<file path="config.mk">
export PLATFORM = sky130hd
export DESIGN_NAME = infix_expression_evaluator_flat
export DESIGN_NICKNAME = d
export VERILOG_FILES = /design/src/rtl/iee_pkg.sv /design/src/rtl/iee_if.sv /design/src/rtl/infix_expression_evaluator.sv /design/src/rtl/iee_ram.sv /design/src/rtl/iee_alu.sv /design/src/rtl/iee_datapath.sv /design/src/rtl/iee_ctrl.sv /design/src/flat_wrapper.sv
export SDC_FILE = /design/constraint.sdc
export NUM_CORES = 2
export LEC_CHECK = 0
export ABC_AREA = 0
export BUFFER_PORTS_ARGS = -buffer_cell sky130_fd_sc_hd__clkbuf_2
export CORE_AREA = 2 2 426 428
export CTS_CLUSTER_DIAMETER = 100
export DETAILED_ROUTE_END_ITERATION = 16
export DIE_AREA = 0 0 428 430
export PLACE_DENSITY = 0.43
export SYNTH_ARGS = -nofsm -noshare
export SYNTH_HDL_FRONTEND = slang
export SYNTH_SLANG_ARGS = --single-unit
</file>
<file path="constraint.sdc">
create_clock -name clk -period 9.2 [get_ports clk]
set_input_delay 0.92 -clock clk [delete_from_list [all_inputs] [get_ports clk]]
set_output_delay 0.92 -clock clk [all_outputs]
set_load 0.1 [all_outputs]
</file>
<file path="src/rtl/iee_pkg.sv">
package iee_pkg;

    localparam int STACK_DEPTH_DEF = 16;

    localparam logic [7:0] CH_ZERO  = 8'd48;
    localparam logic [7:0] CH_NINE  = 8'd57;
    localparam logic [7:0] CH_PLUS  = 8'h2b;
    localparam logic [7:0] CH_MINUS = 8'h2d;
    localparam logic [7:0] CH_MUL   = 8'h2a;
    localparam logic [7:0] CH_DIV   = 8'h2f;

    typedef enum logic [1:0] {
        OP_ADD = 2'd0,
        OP_SUB = 2'd1,
        OP_MUL = 2'd2,
        OP_DIV = 2'd3
    } op_t;

    typedef enum logic [2:0] {
        ST_OK        = 3'd0,
        ST_OVERFLOW  = 3'd1,
        ST_MALFORMED = 3'd2,
        ST_DIVZERO   = 3'd3,
        ST_BADCHAR   = 3'd4
    } status_t;

    // controller to datapath
    typedef struct packed {
        logic       load_char;
        logic       push_val;
        logic       push_op;
        logic       pop_op;
        logic       rd_vals;
        logic       alu_start;
        logic       write_res;
        logic       flag_ovf;
        logic       flag_mal;
        logic       flag_bad;
        logic       finish;
        logic       clear;
    } iee_cmd_t;

    // datapath to controller
    typedef struct packed {
        logic       is_digit;
        logic       is_op;
        logic       last;
        logic       op_empty;
        logic       op_full;
        logic       val_full;
        logic       val_lt2;
        logic       top_ge;
        logic       alu_done;
    } iee_sts_t;

endpackage

</file>
<file path="src/rtl/iee_if.sv">
interface iee_in_if;
    import iee_pkg::*;
    logic       valid;
    logic       ready;
    logic [7:0] char_code;
    logic       last;
    modport source (output valid, output char_code, output last, input ready);
    modport sink   (input valid, input char_code, input last, output ready);
endinterface

interface iee_out_if;
    import iee_pkg::*;
    logic              valid;
    logic              ready;
    logic signed [31:0] value;
    logic [2:0]        status;
    modport source (output valid, output value, output status, input ready);
    modport sink   (input valid, input value, input status, output ready);
endinterface

</file>
<file path="src/rtl/infix_expression_evaluator.sv">
// Infix evaluator: one ASCII character per transfer on in_ch (digits and + - * /),
// one result on out_ch after the character marked last. A digit is pushed; an operator
// first reduces the stacked operators of equal or higher rank, then is pushed; a / with a
// nonzero divisor runs on the bit-per-cycle divider. A character is taken only once the
// one before it is done. The last character reduces what remains and waits while the previous result is
// still held on out_ch. Stacks are RAMs of STACK_DEPTH entries with registered read;
// errors are sticky within one expression.
module infix_expression_evaluator #(
    parameter int STACK_DEPTH = iee_pkg::STACK_DEPTH_DEF
) (
    input logic      clk,
    input logic      rst_n,
    iee_in_if.sink   in_ch,
    iee_out_if.source out_ch
);
    import iee_pkg::*;

    iee_cmd_t    cmd;
    iee_sts_t    sts;
    logic [31:0] value;

    iee_ctrl u_ctrl (
        .clk       (clk),
        .rst_n     (rst_n),
        .in_valid  (in_ch.valid),
        .in_ready  (in_ch.ready),
        .out_valid (out_ch.valid),
        .out_ready (out_ch.ready),
        .cmd       (cmd),
        .sts       (sts)
    );

    iee_datapath #(.STACK_DEPTH(STACK_DEPTH)) u_dp (
        .clk       (clk),
        .rst_n     (rst_n),
        .cmd       (cmd),
        .sts       (sts),
        .char_code (in_ch.char_code),
        .last      (in_ch.last),
        .value     (value),
        .status    (out_ch.status)
    );

    assign out_ch.value = value;

    a_no_accept_busy: assert property (@(posedge clk) disable iff (!rst_n)
        cmd.alu_start |=> !in_ch.ready)
        else $error("input taken during reduction");
    a_status_range: assert property (@(posedge clk) disable iff (!rst_n)
        out_ch.valid |-> out_ch.status <= 3'd4)
        else $error("bad status code");
    a_push_excl: assert property (@(posedge clk) disable iff (!rst_n)
        !(cmd.push_val && cmd.write_res))
        else $error("value stack double write");
endmodule

</file>
<file path="src/rtl/iee_ram.sv">
module iee_ram #(
    parameter int WIDTH = 32,
    parameter int DEPTH = 16
) (
    input  logic                     clk,
    input  logic                     we,
    input  logic [$clog2(DEPTH)-1:0] waddr,
    input  logic [WIDTH-1:0]         wdata,
    input  logic [$clog2(DEPTH)-1:0] raddr,
    output logic [WIDTH-1:0]         rdata
);
    logic [WIDTH-1:0] mem [DEPTH];

    always_ff @(posedge clk)
    begin
        if (we)
        begin
            mem[waddr] <= wdata;
        end
        rdata <= mem[raddr];
    end
endmodule

</file>
<file path="src/rtl/iee_alu.sv">
module iee_alu (
    input  logic               clk,
    input  logic               rst_n,
    input  logic               start,
    input  iee_pkg::op_t       op,
    input  logic [31:0]        lhs,
    input  logic [31:0]        rhs,
    output logic               done,
    output logic [31:0]        res,
    output logic               div_zero
);
    import iee_pkg::*;

    logic        busy_reg, busy_next;
    logic [5:0]  cnt_reg, cnt_next;
    logic [31:0] quo_reg, quo_next;
    logic [32:0] rem_reg, rem_next;
    logic [31:0] dvs_reg, dvs_next;
    logic        neg_reg, neg_next;
    logic        done_reg, done_next;
    logic [31:0] res_reg, res_next;
    logic        dz_reg, dz_next;
    logic [31:0] mag_a, mag_b;
    logic [32:0] trial;
    logic [31:0] prod;

    assign mag_a = lhs[31] ? (32'd0 - lhs) : lhs;
    assign mag_b = rhs[31] ? (32'd0 - rhs) : rhs;
    assign prod  = lhs * rhs;
    assign trial = {rem_reg[31:0], quo_reg[31]} - {1'b0, dvs_reg};

    always_comb
    begin
        busy_next = busy_reg;
        cnt_next  = cnt_reg;
        quo_next  = quo_reg;
        rem_next  = rem_reg;
        dvs_next  = dvs_reg;
        neg_next  = neg_reg;
        done_next = 1'b0;
        res_next  = res_reg;
        dz_next   = dz_reg;
        if (start)
        begin
            dz_next = 1'b0;
            case (op)
                OP_ADD:
                begin
                    res_next  = lhs + rhs;
                    done_next = 1'b1;
                end
                OP_SUB:
                begin
                    res_next  = lhs - rhs;
                    done_next = 1'b1;
                end
                OP_MUL:
                begin
                    res_next  = prod;
                    done_next = 1'b1;
                end
                default:
                begin
                    if (mag_b == 32'd0)
                    begin
                        res_next  = 32'd0;
                        dz_next   = 1'b1;
                        done_next = 1'b1;
                    end
                    else
                    begin
                        busy_next = 1'b1;
                        cnt_next  = 6'd32;
                        quo_next  = mag_a;
                        rem_next  = 33'd0;
                        dvs_next  = mag_b;
                        neg_next  = lhs[31] ^ rhs[31];
                    end
                end
            endcase
        end
        else if (busy_reg)
        begin
            // restoring division, one quotient bit per cycle
            if (trial[32])
            begin
                rem_next = {rem_reg[31:0], quo_reg[31]};
                quo_next = {quo_reg[30:0], 1'b0};
            end
            else
            begin
                rem_next = trial;
                quo_next = {quo_reg[30:0], 1'b1};
            end
            cnt_next = cnt_reg - 6'd1;
            if (cnt_reg == 6'd1)
            begin
                busy_next = 1'b0;
                done_next = 1'b1;
                res_next  = neg_reg ? (32'd0 - quo_next) : quo_next;
            end
        end
    end

    always_ff @(posedge clk or negedge rst_n)
    begin
        if (!rst_n)
        begin
            busy_reg <= 1'b0;
            done_reg <= 1'b0;
            cnt_reg  <= '0;
        end
        else
        begin
            busy_reg <= busy_next;
            done_reg <= done_next;
            cnt_reg  <= cnt_next;
        end
    end

    always_ff @(posedge clk)
    begin
        quo_reg <= quo_next;
        rem_reg <= rem_next;
        dvs_reg <= dvs_next;
        neg_reg <= neg_next;
        res_reg <= res_next;
        dz_reg  <= dz_next;
    end

    assign done     = done_reg;
    assign res      = res_reg;
    assign div_zero = dz_reg;
endmodule

</file>
<file path="src/rtl/iee_datapath.sv">
module iee_datapath #(
    parameter int STACK_DEPTH = iee_pkg::STACK_DEPTH_DEF
) (
    input  logic              clk,
    input  logic              rst_n,
    input  iee_pkg::iee_cmd_t cmd,
    output iee_pkg::iee_sts_t sts,
    input  logic [7:0]        char_code,
    input  logic              last,
    output logic [31:0]       value,
    output logic [2:0]        status
);
    import iee_pkg::*;

    localparam int AW = $clog2(STACK_DEPTH);
    localparam int CW = $clog2(STACK_DEPTH + 1);

    logic [7:0]  char_reg;
    logic        last_reg;
    logic [CW-1:0] vcnt_reg, vcnt_next;
    logic [CW-1:0] ocnt_reg, ocnt_next;
    logic [2:0]  err_reg, err_next;
    logic [31:0] value_reg;
    logic [2:0]  status_reg;
    op_t         cur_op;
    logic        is_digit, is_op;
    op_t         top_op;
    logic        alu_done, alu_dz;
    logic [31:0] alu_res;
    logic [31:0] rhs_reg;

    logic          vwe;
    logic [AW-1:0] vwaddr, vraddr;
    logic [31:0]   vwdata, vrdata;
    logic          owe;
    logic [AW-1:0] owaddr, oraddr;
    logic [1:0]    ordata;
    logic          rd_phase_reg;

    assign is_digit = (char_reg >= CH_ZERO) && (char_reg <= CH_NINE);
    assign is_op = (char_reg == CH_PLUS) || (char_reg == CH_MINUS) ||
                   (char_reg == CH_MUL) || (char_reg == CH_DIV);

    always_comb
    begin
        case (char_reg)
            CH_PLUS:  cur_op = OP_ADD;
            CH_MINUS: cur_op = OP_SUB;
            CH_MUL:   cur_op = OP_MUL;
            default:  cur_op = OP_DIV;
        endcase
    end

    assign top_op = op_t'(ordata);

    // value stack: write push/result, read top then top-1
    always_comb
    begin
        vwe    = 1'b0;
        vwaddr = vcnt_reg[AW-1:0];
        vwdata = {24'd0, char_reg - CH_ZERO};
        if (cmd.push_val)
        begin
            vwe = 1'b1;
        end
        else if (cmd.write_res)
        begin
            vwe    = 1'b1;
            vwaddr = AW'(vcnt_reg - CW'(2));
            vwdata = alu_res;
        end
    end

    assign vraddr = rd_phase_reg ? AW'(vcnt_reg - CW'(2)) : AW'(vcnt_reg - CW'(1));

    iee_ram #(.WIDTH(32), .DEPTH(STACK_DEPTH)) u_vstack (
        .clk   (clk),
        .we    (vwe),
        .waddr (vwaddr),
        .wdata (vwdata),
        .raddr (vraddr),
        .rdata (vrdata)
    );

    assign owe    = cmd.push_op;
    assign owaddr = ocnt_reg[AW-1:0];
    assign oraddr = AW'(ocnt_reg - CW'(1));

    iee_ram #(.WIDTH(2), .DEPTH(STACK_DEPTH)) u_ostack (
        .clk   (clk),
        .we    (owe),
        .waddr (owaddr),
        .wdata (cur_op),
        .raddr (oraddr),
        .rdata (ordata)
    );

    iee_alu u_alu (
        .clk      (clk),
        .rst_n    (rst_n),
        .start    (cmd.alu_start),
        .op       (top_op),
        .lhs      (vrdata),
        .rhs      (rhs_reg),
        .done     (alu_done),
        .res      (alu_res),
        .div_zero (alu_dz)
    );

    always_comb
    begin
        vcnt_next = vcnt_reg;
        ocnt_next = ocnt_reg;
        err_next  = err_reg;
        if (cmd.push_val)
        begin
            vcnt_next = vcnt_reg + CW'(1);
        end
        if (cmd.write_res)
        begin
            vcnt_next = vcnt_reg - CW'(1);
            if (alu_dz && err_reg == ST_OK)
            begin
                err_next = ST_DIVZERO;
            end
        end
        if (cmd.push_op)
        begin
            ocnt_next = ocnt_reg + CW'(1);
        end
        if (cmd.pop_op)
        begin
            ocnt_next = ocnt_reg - CW'(1);
        end
        if (err_reg == ST_OK)
        begin
            if (cmd.flag_ovf)
            begin
                err_next = ST_OVERFLOW;
            end
            else if (cmd.flag_mal)
            begin
                err_next = ST_MALFORMED;
            end
            else if (cmd.flag_bad)
            begin
                err_next = ST_BADCHAR;
            end
        end
        if (cmd.clear)
        begin
            vcnt_next = '0;
            ocnt_next = '0;
            err_next  = ST_OK;
        end
    end

    always_ff @(posedge clk or negedge rst_n)
    begin
        if (!rst_n)
        begin
            vcnt_reg     <= '0;
            ocnt_reg     <= '0;
            err_reg      <= ST_OK;
            rd_phase_reg <= 1'b0;
        end
        else
        begin
            vcnt_reg     <= vcnt_next;
            ocnt_reg     <= ocnt_next;
            err_reg      <= err_next;
            rd_phase_reg <= cmd.rd_vals;
        end
    end

    always_ff @(posedge clk)
    begin
        if (cmd.load_char)
        begin
            char_reg <= char_code;
            last_reg <= last;
        end
        // first read cycle returns top-of-stack: keep as rhs
        if (rd_phase_reg)
        begin
            rhs_reg <= vrdata;
        end
        if (cmd.finish)
        begin
            value_reg  <= (vcnt_reg == '0) ? 32'd0 : vrdata;
            status_reg <= (err_reg == ST_OK && vcnt_reg != CW'(1)) ? ST_MALFORMED : err_reg;
        end
    end

    assign sts.is_digit = is_digit;
    assign sts.is_op    = is_op;
    assign sts.last     = last_reg;
    assign sts.op_empty = (ocnt_reg == '0);
    assign sts.op_full  = (ocnt_reg >= CW'(STACK_DEPTH));
    assign sts.val_full = (vcnt_reg >= CW'(STACK_DEPTH));
    assign sts.val_lt2  = (vcnt_reg < CW'(2));
    assign sts.top_ge   = ordata[1] || !cur_op[1];
    assign sts.alu_done = alu_done;

    assign value  = value_reg;
    assign status = status_reg;
endmodule

</file>
<file path="src/rtl/iee_ctrl.sv">
module iee_ctrl (
    input  logic              clk,
    input  logic              rst_n,
    input  logic              in_valid,
    output logic              in_ready,
    output logic              out_valid,
    input  logic              out_ready,
    output iee_pkg::iee_cmd_t cmd,
    input  iee_pkg::iee_sts_t sts
);
    import iee_pkg::*;

    typedef enum logic [9:0] {
        S_IDLE   = 10'b0000000001,
        S_DECODE = 10'b0000000010,
        S_OPCHK  = 10'b0000000100,
        S_RDA    = 10'b0000001000,
        S_RDB    = 10'b0000010000,
        S_ALU    = 10'b0000100000,
        S_WAIT   = 10'b0001000000,
        S_PUSHOP = 10'b0010000000,
        S_FINRD  = 10'b0100000000,
        S_FIN    = 10'b1000000000
    } state_t;

    state_t state_reg, state_next;
    logic   flush_reg, flush_next;
    logic   ovalid_reg, ovalid_next;

    // flush mode: reduce until empty at end of expression
    always_comb
    begin
        state_next  = state_reg;
        flush_next  = flush_reg;
        ovalid_next = ovalid_reg;
        cmd         = '0;
        if (ovalid_reg && out_ready)
        begin
            ovalid_next = 1'b0;
        end
        case (state_reg)
            S_IDLE:
            begin
                cmd.load_char = in_valid;
                if (in_valid)
                begin
                    state_next = S_DECODE;
                end
            end
            S_DECODE:
            begin
                flush_next = 1'b0;
                if (sts.is_digit)
                begin
                    if (sts.val_full)
                    begin
                        cmd.flag_ovf = 1'b1;
                    end
                    else
                    begin
                        cmd.push_val = 1'b1;
                    end
                    state_next = S_FINRD;
                end
                else if (sts.is_op)
                begin
                    state_next = S_OPCHK;
                end
                else
                begin
                    cmd.flag_bad = 1'b1;
                    state_next   = S_FINRD;
                end
            end
            S_OPCHK:
            begin
                // operator ram data valid here
                if (!sts.op_empty && (flush_reg || sts.top_ge))
                begin
                    if (sts.val_lt2)
                    begin
                        cmd.flag_mal = 1'b1;
                        cmd.pop_op   = 1'b1;
                        state_next   = S_WAIT;
                    end
                    else
                    begin
                        cmd.rd_vals = 1'b1;
                        state_next  = S_RDA;
                    end
                end
                else if (flush_reg)
                begin
                    state_next = S_FIN;
                end
                else
                begin
                    state_next = S_PUSHOP;
                end
            end
            S_RDA:
            begin
                state_next = S_RDB;
            end
            S_RDB:
            begin
                cmd.alu_start = 1'b1;
                state_next    = S_ALU;
            end
            S_ALU:
            begin
                if (sts.alu_done)
                begin
                    cmd.write_res = 1'b1;
                    cmd.pop_op    = 1'b1;
                    state_next    = S_WAIT;
                end
            end
            S_WAIT:
            begin
                state_next = S_OPCHK;
            end
            S_PUSHOP:
            begin
                if (sts.op_full)
                begin
                    cmd.flag_ovf = 1'b1;
                end
                else
                begin
                    cmd.push_op = 1'b1;
                end
                state_next = S_FINRD;
            end
            S_FINRD:
            begin
                if (sts.last)
                begin
                    flush_next = 1'b1;
                    state_next = S_WAIT;
                end
                else
                begin
                    state_next = S_IDLE;
                end
            end
            S_FIN:
            begin
                if (!ovalid_reg)
                begin
                    cmd.finish  = 1'b1;
                    cmd.clear   = 1'b1;
                    ovalid_next = 1'b1;
                    state_next  = S_IDLE;
                end
            end
            default:
            begin
                state_next = S_IDLE;
            end
        endcase
    end

    always_ff @(posedge clk or negedge rst_n)
    begin
        if (!rst_n)
        begin
            state_reg  <= S_IDLE;
            flush_reg  <= 1'b0;
            ovalid_reg <= 1'b0;
        end
        else
        begin
            state_reg  <= state_next;
            flush_reg  <= flush_next;
            ovalid_reg <= ovalid_next;
        end
    end

    assign in_ready  = (state_reg == S_IDLE);
    assign out_valid = ovalid_reg;
endmodule

</file>
<file path="src/flat_wrapper.sv">
// flat-port wrapper written by rule: the top's interface ports become plain ports
module infix_expression_evaluator_flat import iee_pkg::*;
#(
    parameter int STACK_DEPTH = iee_pkg::STACK_DEPTH_DEF
)
  (clk, rst_n, in_ch_valid, in_ch_char_code, in_ch_last, in_ch_ready, out_ch_valid, out_ch_value, out_ch_status, out_ch_ready);
  iee_in_if in_ch_i ();
  iee_out_if out_ch_i ();
  input logic clk;
  input logic rst_n;
  input wire logic [$bits(in_ch_i.valid)-1:0] in_ch_valid;
  input wire logic [$bits(in_ch_i.char_code)-1:0] in_ch_char_code;
  input wire logic [$bits(in_ch_i.last)-1:0] in_ch_last;
  output wire logic [$bits(in_ch_i.ready)-1:0] in_ch_ready;
  output wire logic [$bits(out_ch_i.valid)-1:0] out_ch_valid;
  output wire logic [$bits(out_ch_i.value)-1:0] out_ch_value;
  output wire logic [$bits(out_ch_i.status)-1:0] out_ch_status;
  input wire logic [$bits(out_ch_i.ready)-1:0] out_ch_ready;
  assign in_ch_i.valid = in_ch_valid;
  assign in_ch_i.char_code = in_ch_char_code;
  assign in_ch_i.last = in_ch_last;
  assign in_ch_ready = in_ch_i.ready;
  assign out_ch_valid = out_ch_i.valid;
  assign out_ch_value = out_ch_i.value;
  assign out_ch_status = out_ch_i.status;
  assign out_ch_i.ready = out_ch_ready;
  infix_expression_evaluator #(.STACK_DEPTH(STACK_DEPTH)) u_core (.clk(clk), .rst_n(rst_n), .in_ch(in_ch_i), .out_ch(out_ch_i));
endmodule
</file>
==> impl_metrics.csv <==
group,metric,value,unit
sta,drv_slew,0,
finish,drive_gt1_share,11.1,%
floorplan,dieWidth,428,um
floorplan,dieArea,184000,um^2
finish,layout.nets,5104,
route,wl,169,mm
clock_network,htree_num_levels,3,
floorplan,io_pins,50,
synthesis,synth_top_cell_area_share,42.1,%
finish,nFillCells,18000,
floorplan,row_count,156,
critical_path,startpoint_type,"flip-flop",
finish,final_cell_area,59900,um^2
synthesis,synth_area,53500,um^2
synthesis,yosysUniqueCellTypes,86,
route,drtIter0Drc,2492,
sta,worstMarginPinSlew,1250,ps
route,dr.pass1.iters,5,
sta,slew_headroom,16.8,%
hold_path,hold_class,"input port to async pin",
clock_network,insertion_delay,730,ps
synthesis,synth_edf_count,750,
sta,setup-tns-final,0,ps
global_route,grt_util_all_layers,18.4,%
clock_network,clock_sinks,818,
flow_run,max_cap_viol_count,0,
sta,finalSetupViolations,0,
critical_path,critPathLaunch,"u_core.u_dp.u_vstack.rdata[9]",
critical_path,criticalPathCategory,"flip-flop to flip-flop",
synthesis,syn_nets,5091,
global_route,overflow,0,
synthesis,synth_cells,4462,
clock_network,clk_path_buf_depth,3,
sta,rsz0062_at_grt,"no",
critical_path,required,9620,ps
clock_network,post_cts_resized,0,
critical_path,r2r_setup_slack,1260,ps
clock_network,cts_tree,"built",
global_route,grt_pass1_vias,36100,
clock_network,cts-root-buf,"clkbuf_16",
clock_network,numCtsBuffers,96,
finish,layout_commonest_cell,"edfxtp_1",
floorplan,start_util,29.8,%
route,vias,34400,
sta,finalClockSkew,37.6,ps
synthesis,synth_warnings,0,
finish,largest_reg_flops,512,
synthesis,ys_ff_latch,818,
critical_path,path_max_fanout,16,
synthesis,syn_avg_cell_area,12.0,um^2
placed_design,placedInstanceArea,56900,um^2
route,vias_per_cell,4.96,
floorplan,design.core.area,180000,um^2
floorplan,die_h,430,um
synthesis,synthFlopType,"edfxtp_1",
finish,top_register,"u_core.u_dp.u_vstack.mem",
sta,fin_crit,7940,ps
finish,areaGrowthSynthToFinish,12.0,%
route,drc,0,
global_route,grt_pass1_wl,249,mm
route,postRouteAntennaNets,0,
clock_network,post_cts.repair.setup_buffers,0,
route,wl_per_cell,24.3,um
global_route,grt_max_degree,101,
critical_path,reg2reg_from,"u_core.u_dp.u_vstack.rdata[9]",
clock_network,hold_buffers,0,
synthesis,yosys-top-cells-area,"edfxtp_1 (42%), fa_1 (15%), mux4_2 (5.8%)",
placed_design,io_buffers,49,
synthesis,ys_seq_area_share,45.0,%
placed_design,gp_congestion,0.858,
critical_path,critPathArrivalTime,8360,ps
sta,hold_viol,0,
run_status,outcome,"completed",
synthesis,async_reset_ff_share,4.16,%
critical_path,worstSetupEndpointType,"flip-flop",
global_route,antenna_found_initial,9,
clock_network,clk_pin_slew,60,ps
synthesis,yosysTopAreaCell,"edfxtp_1",
sta,finalCritPeriodShare,86.3,%
sta,fmax,0.126,GHz
finish,mostFrequentLayoutCells,"edfxtp_1 (750), nand2_1 (460), inv_1 (444), fa_1 (410), and2_1 (346)",
placed_design,dpl.hpwl,114,mm
worst paths after layout:
path | endpoint | depth (start not counted)
setup reg to reg | u_core.u_dp.u_alu.res[29] | 21
min in group clk | u_core.u_dp.char_reg[1] | 1
hold / removal | u_core.u_ctrl.state_reg[1] | 1
hold reg to reg | u_core.u_ctrl.state_reg[7] | 1
max in group asynchronous | u_core.u_dp.rd_phase_reg | 1
setup / recovery | u_core.u_dp.u_alu.res[29] | 21
critical path: stages, from the launching register on:
cell       delay, ps
dfxtp_1          950
buf_4            440
and2_1           190
fa_1             430
fa_1             520
inv_1             50
fa_1             450
fa_1             510
inv_1             50
fa_1             560
fa_1             430
fa_1             510
fa_1             420
ha_1             380
a21oi_1          190
o21ai_0          220
or4_1            620
nand3_1          150
and3b_1          190
or3_1            100
o2111ai_1        100
a21boi_0         180
per-stage QoR:
step / setup WS, ps / hold WS (ps) / instances / util (%)
final: 1260 / 335 / 6930 / 33.3
after global routing: 808 / 326 / 6923 / 33.3
after CTS: 1180 / 309 / 6923 / 33.3
after detailed placement: 1260 / 496 / 6747 / 31.7
after global placement: 1260 / 486 / 6747 / 31.7
after floorplan: 2090 / 435 / 4462 / -
layout make-up:
class / count / area (um^2) / area share, %
repair buffers: 170 / 1190 / 1.99
well taps: 2370 / 2970 / 4.95
flip-flops and latches: 818 / 24100 / 40.2
multi-input cells: 2943 / 27000 / 45.1
inverters: 446 / 1670 / 2.79
diodes: 7 / 17.5 / 0.0292
clock inverters: 43 / 412 / 0.687
clock buffers: 133 / 2590 / 4.32
metal layers:
metal	wire length (um)	track usage, %	part of all wire [%]
met1	75100	25.2	45
met3	8230	2.37	4.9
met5	0	0	0
met4	4560	4.85	2.7
met2	80800	30.6	48
synthesized netlist by cell type, types with 12 or more instances:
library cell and number:
a21o_1 32, o21ai_0 133, mux2i_1 17, or4_1 16, nor2b_1 52, nand2b_1 34, o22ai_1 19, or3_1 21
inv_1 445, xor2_1 112, o41ai_1 15, xnor2_1 159, nand2_1 460, a21oi_1 133, dfrtp_1 33, nor2_1 201
clkbuf_1 224, edfxtp_1 750, a31oi_1 52, dfxtp_1 34, o31ai_1 36, nor4_1 18, fa_1 410, o21a_1 12
and3_1 39, a211oi_1 52, nand3_1 32, ha_1 206, nor3_1 47, and2_1 346, buf_1 30, mux4_2 138
cell families (layout without fill, tap and decap cells):
group	after synthesis	count (layout)	synth area share [%]
other cells	0	7	0
xor+xnor	271	271	4.44
simple gates	1320	1320	12.4
flops	818	818	45.0
mux	158	158	6.20
compound gates	578	578	6.92
fa+ha+maj	616	616	20.2
buf+inv	701	792	4.93
Power is not shown: default switching activity piles up to over one toggle a cycle in this logic, so the estimate is an artifact.
